--- config.mk ---
export PLATFORM = sky130hd
export DESIGN_NAME = msad_cell
export DESIGN_NICKNAME = d
export VERILOG_FILES = /design/src/masked_sad_3x3_shift_sums_macros.svh /design/src/msad_pkg.sv /design/src/msad_cell.sv
export SDC_FILE = /design/constraint.sdc
export NUM_CORES = 1
export LEC_CHECK = 0
export BUFFER_PORTS_ARGS = -buffer_cell sky130_fd_sc_hd__buf_2
export CAP_MARGIN = 20
export CORE_ASPECT_RATIO = 0.6
export CORE_MARGIN = 2
export CORE_UTILIZATION = 55
export DETAILED_ROUTE_END_ITERATION = 8
export GPL_TIMING_DRIVEN = 0
export PLACE_DENSITY = 0.84
export SLEW_MARGIN = 15
export SYNTH_ARGS = -nofsm -noshare
export SYNTH_HDL_FRONTEND = slang
export SYNTH_SLANG_ARGS = --single-unit
--- constraint.sdc ---
create_clock -name clk -period 6.65 [get_ports clk]
set_input_delay 0 -clock clk [delete_from_list [all_inputs] [get_ports clk]]
set_output_delay 0 -clock clk [all_outputs]
set_load 0.005 [all_outputs]
--- src/masked_sad_3x3_shift_sums_macros.svh ---
// assertion helpers for the top-level rtl file
`ifndef MASKED_SAD_3X3_SHIFT_SUMS_MACROS_SVH
`define MASKED_SAD_3X3_SHIFT_SUMS_MACROS_SVH

// same-cycle implication, checked out of reset
`define MSAD_ASSERT_NOW(label, ante, cons, msg) \
  label: assert property (@(posedge clk) disable iff (!rst_n) (ante) |-> (cons)) \
    else $error(msg);

// next-cycle implication, checked out of reset
`define MSAD_ASSERT_NEXT(label, ante, cons, msg) \
  label: assert property (@(posedge clk) disable iff (!rst_n) (ante) |=> (cons)) \
    else $error(msg);

`endif

--- src/msad_pkg.sv ---
package msad_pkg;

  localparam int PIX_W    = 8;
  localparam int SUM_W    = 32;
  localparam int OFFSETS  = 9;
  localparam int OFF_W    = 4;
  localparam int CFG_W    = 13;
  localparam int ROW_W    = 13;

  // configuration register indexes
  typedef enum logic [1:0] {
    REG_FRAME_WIDTH  = 2'd0,
    REG_FRAME_HEIGHT = 2'd1,
    REG_MATCH_INDEX  = 2'd2,
    REG_MASK_ENABLE  = 2'd3
  } reg_idx_t;

  // control shared by every accumulator cell
  typedef struct packed {
    logic add_en;
    logic dump;
    logic shift;
  } cell_ctrl_t;

  // one line buffer word: two background rows, current row, match flag
  typedef struct packed {
    logic [PIX_W-1:0] bg_two;
    logic [PIX_W-1:0] bg_one;
    logic [PIX_W-1:0] cur_one;
    logic             match_one;
  } line_word_t;

endpackage

--- src/msad_cell.sv ---
module msad_cell (
  input  logic                          clk,
  input  logic                          rst_n,
  input  msad_pkg::cell_ctrl_t          ctrl,
  input  logic [msad_pkg::PIX_W-1:0]    cur_pix,
  input  logic [msad_pkg::PIX_W-1:0]    bg_pix,
  input  logic [msad_pkg::SUM_W-1:0]    sum_in,
  output logic [msad_pkg::SUM_W-1:0]    sum_out
);

  logic [msad_pkg::SUM_W-1:0] acc_r;
  logic [msad_pkg::SUM_W-1:0] acc_nxt;
  logic [msad_pkg::SUM_W-1:0] out_r;
  logic [msad_pkg::PIX_W-1:0] diff;
  logic [msad_pkg::SUM_W:0]   wide_sum;

  // absolute difference and saturating add
  always_comb begin
    diff     = (cur_pix > bg_pix) ? (cur_pix - bg_pix) : (bg_pix - cur_pix);
    wide_sum = {1'b0, acc_r} + (msad_pkg::SUM_W + 1)'(diff);
    acc_nxt  = acc_r;
    if (ctrl.add_en) begin
      acc_nxt = wide_sum[msad_pkg::SUM_W] ? '1 : wide_sum[msad_pkg::SUM_W-1:0];
    end
  end

  // accumulator, cleared when the frame's sum is handed out
  always_ff @(posedge clk) begin
    if (!rst_n) begin
      acc_r <= '0;
    end else if (ctrl.dump) begin
      acc_r <= '0;
    end else begin
      acc_r <= acc_nxt;
    end
  end

  // output stage of the drain chain
  always_ff @(posedge clk) begin
    if (ctrl.dump) begin
      out_r <= acc_nxt;
    end else if (ctrl.shift) begin
      out_r <= sum_in;
    end
  end

  assign sum_out = out_r;

endmodule

==> reports/results.ini <==
[status]
status = completed

[global_routing]
grt_pass1_vias = 3686
grt_max_degree = 33
track_usage = 0.293
antenna_found_initial = 0
grt_pass1_wl_microns = 18300
grt-ovfl-total = 0

[timing]
slew_headroom = 0.484
hold_viol_final = 0
finalClockSkew_ns = 0.00660
setup_viol = 0
hold-worst-slack_ns = 0.0000726
drv_slew = 0
tightest_slew_ns = 0.774
setup_tns_ns = 0
period_share = 0.701
fmax_mhz = 215
rsz0062_at_grt = no
min_period_ns = 4.66

[setup_path]
reg2reg_depth = 10
path_max_fanout = 10
crit_start = cur_pix[3]
reg2reg_from = acc_r[0]$_SDFF_PP0_
worstPathArrival_ns = 4.82
required_ns = 6.81
path_cells = buf_2, inv_1, ha_1, clkbuf_1, a21oi_1, a21oi_1, o21ai_0, mux2_2, a21oi_1, xnor2_1, ha_1, clkbuf_1, o21a_1, o21ai_0, a31oi_1, clkbuf_1, nand3_1, nor4b_1, o31ai_1
cp_slowest_stage_delay_ns = 0.60
crit_path_start_kind = primary input
worst_setup_path_end_kind = flop
slowest_stage = o21ai_0
worstSetupPathType = primary input to flop
reg2reg_setup_slack_ns = 3.50

[drt]
detail-route-antenna-nets = 0
dr.pass1.iters = 5
vias = 3974
drt_iter0_markers = 379
avgViaCountPerCell = 5.98
drc_errors = 0
wl_per_cell_microns = 17.3
drt_wl_total_microns = 11500

[clock_tree]
holdBufCountCts = 19
root_buffer = clkbuf_16
clock-sinks = 64
cts_setup_buffers = 0
cts_resized = 0
insertion_delay_ns = 0.34
cts_buffer_depth = 2
cts_tree = done
cts_buffers = 9
htree_levels = 3
clkTransAtPathRegs_ns = 0.05

[floorplanning]
die_height_microns = 70.5
core_area_sq_um = 7210
rows = 24
die_width_microns = 115
start_util = 0.562
ioPinCount = 85
die_area_sq_um = 8090

[synthesis]
synth.distinct_cells = 54
syn_area_per_cell_sq_um = 8.88
synth_edf_count = 32
ys_seq_elements = 64
ys_async_sr_fraction = 0
netlist_instances = 456
syn_nets = 535
synthesis.area_sq_um = 4050
synth_flop_cell = edfxtp_1
ys_warn_count = 0
ys_seq_area_frac = 0.395

[layout]
syn_to_final_growth_pct = 24.9
nNetsFinal = 648
diodes = 0
layout-drive-gt1-share = 0.200

[power]
vdd_drop_max_mv = 0.125
p_leak_uw = 0.00217
powerDensity_nw_per_um2 = 231

[place]
hpwl_microns = 8470
io_buffers = 83
place.gp.congestion = 0.982

[min_path]
min-delay-start = sum_in[17]
min_path_type = primary input to flop
holdPathStages = 3

[flow_run]
drv_cap = 0

## power by group
group	switching [uW]	total [uW]	leakage (uW)	internal, uW
registers	8.41	451	0.000594	443
logic	143	251	0.00143	108
clock network	176	466	0.000140	290
## path summary, 6_finish.rpt
path / end
hold / removal: sum_out[17]$_DFFE_PP_
setup / recovery: sum_out[31]$_DFFE_PP_
setup reg to reg: sum_out[31]$_DFFE_PP_
hold reg to reg: acc_r[31]$_SDFF_PP0_
## metal layers
layer | up-vias | GRT usage | wire (microns)
met1 | 1835 | 0.445 | 5380
li1 | 1902 | - | -
met3 | 17 | 0.0903 | 1360
met5 | - | 0 | 0
met2 | 220 | 0.404 | 4570
met4 | 0 | 0.0643 | 176
## cells by family (layout without fill, tap and decap cells)
kind of cell             count (synthesis)  count (layout)  share of synthesized area
XOR/XNOR                                20              20                     0.0432
multiplexers                            16              16                     0.0414
adder cells (fa/ha/maj)                 26              26                     0.0859
AND/OR/NAND/NOR                        142             142                      0.174
buffers and inverters                   55             173                     0.0513
flip-flops                              64              64                      0.395
AO/OA/AOI/OAI                          133             133                      0.209
## synth_stat cells, drive strengths merged (2+ instances only)
master,count,area share
ha,23,0.071
o22ai,6,0.0093
a21o,5,0.0093
and4,2,0.0043
fa,3,0.015
or4,3,0.0074
a31oi,11,0.017
nand3,18,0.023
nor3,4,0.0062
o21a,3,0.0056
a211oi,12,0.022
or3,3,0.0059
o2111ai,9,0.019
xor2,12,0.026
nand2b,3,0.0046
mux2i,10,0.025
o21ai,25,0.031
or2,3,0.0046
a21oi,41,0.051
nor2b,3,0.0046
edfxtp,32,0.24
xnor2,8,0.017
and2,4,0.0062
and3,9,0.014
nand4,10,0.015
dfxtp,32,0.16
mux2,6,0.017
o31ai,2,0.0037
inv,32,0.030
nand2,37,0.034
nor4,2,0.0031
clkbuf,22,0.020
o211ai,8,0.016
nor2,39,0.036
## metrics by stage
step           total power (uW)  instances   util  area, sq um  worst slack (ns)
2_1_floorplan               617        456      -         4050              2.78
3_3_place_gp                688        630  0.636         4580              1.88
3_5_place_dp                697        630  0.636         4580              1.84
4_1_cts                    1160        665  0.702         5060              2.14
5_1_grt                    1220        665  0.702         5060              1.63
6_report                   1170        665  0.702         5060              1.99
## cell usage in the layout (no fill, tap or decap), types with 9 or more instances in the layout
master | synthesis | final
a21oi_1 | 41 | 41
dlygate4sd3_1 | 0 | 19
mux2i_1 | 10 | 10
dfxtp_1 | 32 | 32
ha_1 | 23 | 23
inv_1 | 32 | 32
a31oi_1 | 11 | 11
buf_2 | 1 | 84
nand4_1 | 10 | 10
nor2_1 | 39 | 39
clkbuf_1 | 22 | 24
and3_1 | 9 | 9
edfxtp_1 | 32 | 32
nand3_1 | 17 | 17
o21ai_0 | 23 | 23
a211oi_1 | 12 | 12
clkbuf_16 | 0 | 9
o2111ai_1 | 9 | 9
xor2_1 | 12 | 12
nand2_1 | 37 | 37
## flip-flops by register name, summed over array words and instances, names as in the netlist
signal and cells:
acc_r 32, sum_out 32
## layout make-up
cell class                 count  area (sq um)
buffer                        23          87.6
clock buffer                  11           233
clock inverter                 5          56.3
fill                         560          2150
inverter                      32           120
multi-input combinational    337          2240
sequential                    64          1600
tap                           91           114
timing repair buffer         102           606
## critical path: cells and delay by family
family          cells  cell delay (ns)
simple gates        2             0.54
mux                 1             0.41
compound gates      8             2.13
buf+inv             5             1.07
xor+xnor            1             0.12
fa+ha+maj           2             0.56
Note: power is estimated with default switching activity, not from simulation.
